==> src/att_pkg.sv <==
// ----------------------------------------------------------------------------
// att_pkg
// shared types, codes and sizes of the allocation tracker table
// ----------------------------------------------------------------------------
package att_pkg;

	localparam int TRACK_ENTRIES  = 64;
	localparam int POISON_ENTRIES = 32;
	localparam int ADDR_BITS      = 32;
	localparam int SIZE_BITS      = 32;
	localparam int TOTAL_BITS     = 32;
	localparam int VALUE_BITS     = 32;
	localparam int OPEN_W         = $clog2(TRACK_ENTRIES + 1);
	localparam int POISON_W       = $clog2(POISON_ENTRIES + 1);

	typedef enum logic [1:0] {
		OP_ALLOC = 2'd0,
		OP_FREE  = 2'd1,
		OP_QUERY = 2'd2,
		OP_CLEAR = 2'd3
	} op_t;

	typedef enum logic [1:0] {
		EV_NONE       = 2'd0,
		EV_NULL_ALLOC = 2'd1,
		EV_FULL       = 2'd2,
		EV_UNTRACKED  = 2'd3
	} ev_code_t;

	typedef enum logic [1:0] {
		LV_NONE    = 2'd0,
		LV_SUSPECT = 2'd1,
		LV_ALARM   = 2'd2
	} ev_level_t;

	typedef struct packed {
		logic                 en;
		logic [ADDR_BITS-1:0] addr;
	} cmp_t;

	typedef struct packed {
		logic                 alloc;
		logic                 drop;
		logic                 clear;
		logic [ADDR_BITS-1:0] addr;
	} commit_t;

endpackage

==> src/att_cell.sv <==
// ----------------------------------------------------------------------------
// att_cell
// one table entry: valid bit, address, registered match and vacancy flags,
// and the priority links to its neighbours
// ----------------------------------------------------------------------------
module att_cell (
	input  logic             clk,
	input  logic             arst_n,
	input  att_pkg::cmp_t    cmp,
	input  att_pkg::commit_t commit,
	input  logic             vacant_below_i,
	input  logic             match_below_i,
	output logic             vacant_below_o,
	output logic             match_below_o
);

	logic                          valid_q;
	logic [att_pkg::ADDR_BITS-1:0] addr_q;
	logic                          match_q;
	logic                          vacant_q;
	logic                          take;
	logic                          hit;

	assign take           = vacant_q & ~vacant_below_i;
	assign hit            = match_q & ~match_below_i;
	assign vacant_below_o = vacant_below_i | vacant_q;
	assign match_below_o  = match_below_i | match_q;

	always_ff @(posedge clk or negedge arst_n) begin
		if (!arst_n) begin
			valid_q  <= 1'b0;
			match_q  <= 1'b0;
			vacant_q <= 1'b0;
		end else begin
			if (cmp.en) begin
				match_q  <= valid_q & (addr_q == cmp.addr);
				vacant_q <= ~valid_q;
			end
			if (commit.clear) begin
				valid_q <= 1'b0;
			end else if (commit.alloc && take) begin
				valid_q <= 1'b1;
			end else if (commit.drop && hit) begin
				valid_q <= 1'b0;
			end
		end
	end

	always_ff @(posedge clk) begin
		if (commit.alloc && take) begin
			addr_q <= commit.addr;
		end
	end

endmodule

==> src/allocation_tracker_table_unit.sv <==
// ----------------------------------------------------------------------------
// allocation_tracker_table_unit
// live allocation table built as a row of entry cells with free/match chains
// ----------------------------------------------------------------------------
// flow: one item in work at a time; s_tready stays low until its result is
//   registered. Entry compare in the accept cycle, priority chain across the
//   cells and table update when ST_EVAL is left, which waits on a stalled result
// reset: all entries invalid, counters zero, no result pending
// ----------------------------------------------------------------------------
module allocation_tracker_table_unit (
	input  logic        clk,
	input  logic        arst_n,
	input  logic        s_tvalid,
	output logic        s_tready,
	input  logic [63:0] s_tdata,  // address, block_size
	input  logic [1:0]  s_tuser,  // operation
	output logic        m_tvalid,
	input  logic        m_tready,
	output logic [87:0] m_tdata,  // event_level, event_value, notify_task, free_allowed,
	                              // open_count, total_count, poison_count, zero pad
	output logic [1:0]  m_tuser   // event_code
);

	localparam int N = att_pkg::TRACK_ENTRIES;

	typedef enum logic {ST_IDLE, ST_EVAL} state_t;

	state_t                            state_q;
	att_pkg::op_t                      op_q;
	logic [att_pkg::ADDR_BITS-1:0]     addr_q;
	logic [att_pkg::SIZE_BITS-1:0]     size_q;
	logic [att_pkg::OPEN_W-1:0]        open_q;
	logic [att_pkg::TOTAL_BITS-1:0]    total_q;
	logic [att_pkg::POISON_W-1:0]      poison_q;

	logic [1:0]                        code_q;
	logic [1:0]                        level_q;
	logic [att_pkg::VALUE_BITS-1:0]    value_q;
	logic                              notify_q;
	logic                              allowed_q;
	logic                              out_valid_q;

	logic                              accept;
	logic                              go;
	logic                              addr_nz;
	logic                              any_vacant;
	logic                              any_match;
	logic [N:0]                        vacant_chain;
	logic [N:0]                        match_chain;
	att_pkg::cmp_t                     cmp;
	att_pkg::commit_t                  commit;

	logic [att_pkg::OPEN_W-1:0]        open_d;
	logic [att_pkg::TOTAL_BITS-1:0]    total_d;
	logic [att_pkg::POISON_W-1:0]      poison_d;
	logic [1:0]                        code_d;
	logic [1:0]                        level_d;
	logic [att_pkg::VALUE_BITS-1:0]    value_d;
	logic                              notify_d;
	logic                              allowed_d;

	assign s_tready = (state_q == ST_IDLE);
	assign accept   = s_tvalid & s_tready;
	assign go       = (state_q == ST_EVAL) & (~out_valid_q | m_tready);

	assign cmp.en   = accept;
	assign cmp.addr = s_tdata[att_pkg::ADDR_BITS-1:0];

	assign vacant_chain[0] = 1'b0;
	assign match_chain[0]  = 1'b0;
	assign any_vacant      = vacant_chain[N];
	assign any_match       = match_chain[N];
	assign addr_nz         = (addr_q != '0);

	assign commit.alloc = go & (op_q == att_pkg::OP_ALLOC) & addr_nz & any_vacant;
	assign commit.drop  = go & (op_q == att_pkg::OP_FREE) & addr_nz & any_match;
	assign commit.clear = go & (op_q == att_pkg::OP_CLEAR);
	assign commit.addr  = addr_q;

	for (genvar i = 0; i < N; i++) begin : g_cell
		att_cell u_cell (
			.clk            (clk),
			.arst_n         (arst_n),
			.cmp            (cmp),
			.commit         (commit),
			.vacant_below_i (vacant_chain[i]),
			.match_below_i  (match_chain[i]),
			.vacant_below_o (vacant_chain[i+1]),
			.match_below_o  (match_chain[i+1])
		);
	end

	always_comb begin
		open_d    = open_q;
		total_d   = total_q;
		poison_d  = poison_q;
		code_d    = att_pkg::EV_NONE;
		level_d   = att_pkg::LV_NONE;
		value_d   = '0;
		notify_d  = 1'b0;
		allowed_d = 1'b0;
		case (op_q)
			att_pkg::OP_ALLOC: begin
				if (!addr_nz) begin
					code_d  = att_pkg::EV_NULL_ALLOC;
					level_d = att_pkg::LV_SUSPECT;
					value_d = size_q;
				end else if (!any_vacant) begin
					code_d   = att_pkg::EV_FULL;
					level_d  = att_pkg::LV_ALARM;
					value_d  = att_pkg::VALUE_BITS'(att_pkg::TRACK_ENTRIES);
					notify_d = 1'b1;
				end else begin
					open_d  = open_q + 1'b1;
					total_d = total_q + 1'b1;
				end
			end
			att_pkg::OP_FREE: begin
				if (addr_nz) begin
					if (!any_match) begin
						code_d   = att_pkg::EV_UNTRACKED;
						level_d  = att_pkg::LV_ALARM;
						value_d  = att_pkg::VALUE_BITS'(addr_q);
						notify_d = 1'b1;
						if (poison_q != att_pkg::POISON_W'(att_pkg::POISON_ENTRIES)) begin
							poison_d = poison_q + 1'b1;
						end
					end else begin
						open_d = open_q - 1'b1;
					end
				end
			end
			att_pkg::OP_QUERY: begin
				allowed_d = addr_nz & any_match;
			end
			att_pkg::OP_CLEAR: begin
				open_d   = '0;
				total_d  = '0;
				poison_d = '0;
			end
			default: begin
				open_d = open_q;
			end
		endcase
	end

	always_ff @(posedge clk or negedge arst_n) begin
		if (!arst_n) begin
			state_q     <= ST_IDLE;
			open_q      <= '0;
			total_q     <= '0;
			poison_q    <= '0;
			out_valid_q <= 1'b0;
		end else begin
			if (go) begin
				out_valid_q <= 1'b1;
			end else if (m_tready) begin
				out_valid_q <= 1'b0;
			end
			case (state_q)
				ST_IDLE: begin
					if (accept) begin
						state_q <= ST_EVAL;
					end
				end
				ST_EVAL: begin
					if (go) begin
						state_q  <= ST_IDLE;
						open_q   <= open_d;
						total_q  <= total_d;
						poison_q <= poison_d;
					end
				end
				default: begin
					state_q <= ST_IDLE;
				end
			endcase
		end
	end

	always_ff @(posedge clk) begin
		if (accept) begin
			op_q   <= att_pkg::op_t'(s_tuser);
			addr_q <= s_tdata[att_pkg::ADDR_BITS-1:0];
			size_q <= s_tdata[63:32];
		end
		if (go) begin
			code_q    <= code_d;
			level_q   <= level_d;
			value_q   <= value_d;
			notify_q  <= notify_d;
			allowed_q <= allowed_d;
		end
	end

	assign m_tvalid = out_valid_q;
	assign m_tuser  = code_q;
	assign m_tdata  = {7'd0, poison_q, total_q, open_q, allowed_q, notify_q, value_q, level_q};

endmodule

==> config.mk <==
export PLATFORM = sky130hd
export DESIGN_NAME = allocation_tracker_table_unit
export DESIGN_NICKNAME = d
export VERILOG_FILES = /design/src/att_pkg.sv /design/src/att_cell.sv /design/src/allocation_tracker_table_unit.sv
export SDC_FILE = /design/constraint.sdc
export NUM_CORES = 2
export LEC_CHECK = 0
export ABC_AREA = 1
export BUFFER_PORTS_ARGS = -buffer_cell sky130_fd_sc_hd__buf_2
export CORE_MARGIN = 2
export CORE_UTILIZATION = 45
export CTS_CLUSTER_SIZE = 24
export DETAILED_ROUTE_END_ITERATION = 8
export SYNTH_ARGS = -nofsm -noshare
export SYNTH_HDL_FRONTEND = slang
export SYNTH_SLANG_ARGS = --single-unit
==> constraint.sdc <==
create_clock -name clk -period 18.6 [get_ports clk]
set_input_delay 2.79 -clock clk [delete_from_list [all_inputs] [get_ports clk]]
set_output_delay 2.79 -clock clk [all_outputs]
set_load 0.03 [all_outputs]
==> summary.md <==
| Metric | Value |
|---|---|
| Final WL | between 300,000 and 400,000 µm |
| Worst Skew | 0.0639 ns |
| # clock sinks | 2,390 |
| Multi-input logic area | 0.0300 mm² |
| Async SR Flop Fraction | 10.0% |
| Most numerous cell in the Yosys netlist | edfxtp_1 |
| Most common cell on crit path | nand4_2 |
| Setup slack at placement | roughly 11 ns |
| End-of-flow core utilization | slightly above 50% |
| Sequential cell area | 0.0706 mm² |
| Cells after DPL | roughly 11,000 |
| RSZ-0062 raised after global routing | no |
| Drt first-iter violations | between 9,000 and 10,000 |
| Final setup margin | ~11 ns |
| Post-synthesis cell count | ~7,600 |
| HP Class | flip-flop to flip-flop |
| PortBufs | ~150 |
| Yosys Warn Count | 0 |
| Final worst path period share | between 40 and 50% |
| Maximum number of pins on one net before global-route repair | 110 |
| Via/cell ratio | around 5.9 |
| Final setup vio count | 0 |
| Outcome | finished clean |
| Design area | between 0.1 and 0.15 mm² |
| Residual DRC | 0 |
| Final HPWL DP | between 150,000 and 200,000 µm |
| Placer Congestion | about 0.86 |
| Worst Path Arrival | just under 9 ns |
| TritonCTS clock tree | built |
| Avg Inst Size Synth | between 10 and 15 µm² |
| Root buf cell | clkbuf_16 |
| Mapped cell area | slightly above 0.1 mm² |
| Placeable Area | 0.228 mm² |
| Routed Antenna Nets | 0 |
| Post-synth top flop | edfxtp_1 |
| Synth cell count leaders | edfxtp_1 (2,151), xnor2_1 (1,054), nand2_1 (800) |
| Max_slew headroom | between 10% and 20% |
| Worst-Skew Late Latency | ~0.95 ns |
| Die area | 0.234 mm² |
| Crit path time final | around 8.0 ns |
| Power Density | between 100 and 150 mW/mm² |
| Critical Path Slowest Stage Cell | nand3_4 |
| Static Leak | between 30 and 40 nW |
| NumNets Final | approximately 8,000 |
| Largest area contributor in the netlist | edfxtp_1 |
| Grt ovf | 0 |
| Yosys top cell area share | a little over three fifths |
| First-pass GRT wire length | between 400,000 and 500,000 µm |
| Max Clk Rate | roughly 130 MHz |
| DIE HEIGHT | 483 µm |
| Placed cell area | 0.108 mm² |
| Worst setup path class | flip-flop to flip-flop |
| Endpoints failing hold | 0 |
| CTS buffer count | approximately 280 |
| Routed len/inst | around 32 µm |
| Site Rows | about 180 |
| Layout cells sized above 1 | 14.6% |
| Post-CTS Hold Buffers | 0 |
| Vias | roughly 66,000 |
| Total Neg Setup Slack | 0 ns |
| Ranking of synthesized cells by area | edfxtp_1 (62%), xnor2_1 (8.9%), dfrtp_1 (5.8%) |
| Hold depth | 1 |
| Area growth syn-to-layout | 12.7% |
| Post-CTS Resized | 0 |
| Antenna violations before repair | 32 |
| Vias in the first global route | 62,228 |
| Flops & latches, synth | roughly 2,400 |
| Die Wd | between 400 and 500 µm |
| CP Launch Type | flip-flop |
| Post-synth EDFFs | roughly 2,200 |
| Drt pass-1 iters | 8 |
| VDD IR max | ~0.066 mV |
| R2r worst-path depth | 36 |
| Initial Util | 45.3% |
| Critical path's largest stage delay | about 0.63 ns |
| Post-CTS Setup Inserts | 0 |
| Tot Pwr | about 12 mW |
| Maxcap violations | 0 |
| Largest buffer count on any clock path | 4 |
| Post-synthesis sequential area ratio | approximately two thirds |
| Filler cell count | between 15,000 and 20,000 |
| Worst endpoint required time | approximately 19 ns |
| Netlist cell types | 59 |
| H-tree depth | 5 |
| Reg clk slew, reported paths | roughly 0.060 ns |
| Worst-Margin Slew | 1.35 ns |
| Pins Over Slew Limit | 0 |
| Total GRT Usage | between 30% and 40% |
| Crit end category | flip-flop |
| Min Hold Slack | roughly 0.44 ns |
| IO Pins | between 150 and 200 |
| Final cell count without fillers | 11,141 |
| Worst Path Max Fanout | 35 |
## worst paths after layout
path | start | end | slack, ns
max in group asynchronous | arst_n | g_cell[56].u_cell.valid_q$_DFFE_PN0P_ | 14.64
worst min register to register | g_cell[41].u_cell.valid_q$_DFFE_PN0P_ | g_cell[41].u_cell.vacant_q$_DFFE_PN0P_ | 0.44
worst max register to register | g_cell[0].u_cell.match_q$_DFFE_PN0P_ | g_cell[20].u_cell.valid_q$_DFFE_PN0P_ | 10.64
worst max-delay path | g_cell[0].u_cell.match_q$_DFFE_PN0P_ | g_cell[20].u_cell.valid_q$_DFFE_PN0P_ | 10.64
min in group asynchronous | arst_n | g_cell[28].u_cell.match_q$_DFFE_PN0P_ | 1.82
worst min-delay path | g_cell[41].u_cell.valid_q$_DFFE_PN0P_ | g_cell[41].u_cell.vacant_q$_DFFE_PN0P_ | 0.44
## area by class of cell
class	count	area share, %
clock inverter	82	0.478
clock buffer	391	6.59
multi-input combinational	4542	25.7
tap	3009	3.23
sequential	2390	60.6
timing repair buffer	376	2.27
antenna	8	0.0172
inverter	343	1.12
## state kept, by name (all words and copies together), names as in the netlist
signal                  count
size_q                     32
m_tvalid                    1
g_cell.u_cell.addr_q     2048
notify_q                    1
addr_q                     32
total_q                    32
open_q                      7
g_cell.u_cell.valid_q      64
level_q                     1
state_q                     1
m_tuser                     2
op_q                        2
poison_q                    6
g_cell.u_cell.vacant_q     64
value_q                    32
g_cell.u_cell.match_q      64
allowed_q                   1
## layer usage
metal | GRT usage, % | wire length [µm] | vias to the layer above
met5 | 0 | 12 | -
met1 | 40.5 | 137000 | 33878
met2 | 49.1 | 169000 | 3980
met4 | 11.3 | 14800 | 2
li1 | - | - | 27391
met3 | 5.46 | 38900 | 778
## layout by cell type (no fill, tap or decap), drive strengths merged, types with 302 or more instances in the layout
| master | n |
|---|---|
| clkbuf | 391 |
| inv | 339 |
| or2 | 302 |
| xor2 | 606 |
| xnor2 | 1054 |
| nand2 | 803 |
| nor2 | 382 |
| nand4 | 316 |
| edfxtp | 2151 |
| buf | 376 |
| nand3 | 371 |
## critical path, delay by kind of cell (launching register included)
family | cells | cell delay [ns]
AND/OR/NAND/NOR | 34 | 6.55
flip-flops | 1 | 0.44
AO/OA/AOI/OAI | 1 | 0.16
buffers and inverters | 1 | 0.62
## power by group
group | internal (mW) | switching (mW) | total (mW)
Clock | 2.94 | 2.13 | 5.08
Combinational | 0.289 | 0.941 | 1.23
Sequential | 6.01 | 0.112 | 6.13
Total | 9.25 | 3.19 | 12.4
## logic make-up after synthesis
group | share of synthesized area (%)
xor gates and xnor gates | 14.1
other | 0.00363
AOI/OAI and AO/OA | 2.11
adders and majority gates | 0.116
buffers and inverters | 2.87
and+or+nand+nor | 12.6
DFF | 68.3
No activity file was read; power rests on OpenSTA's default activity.
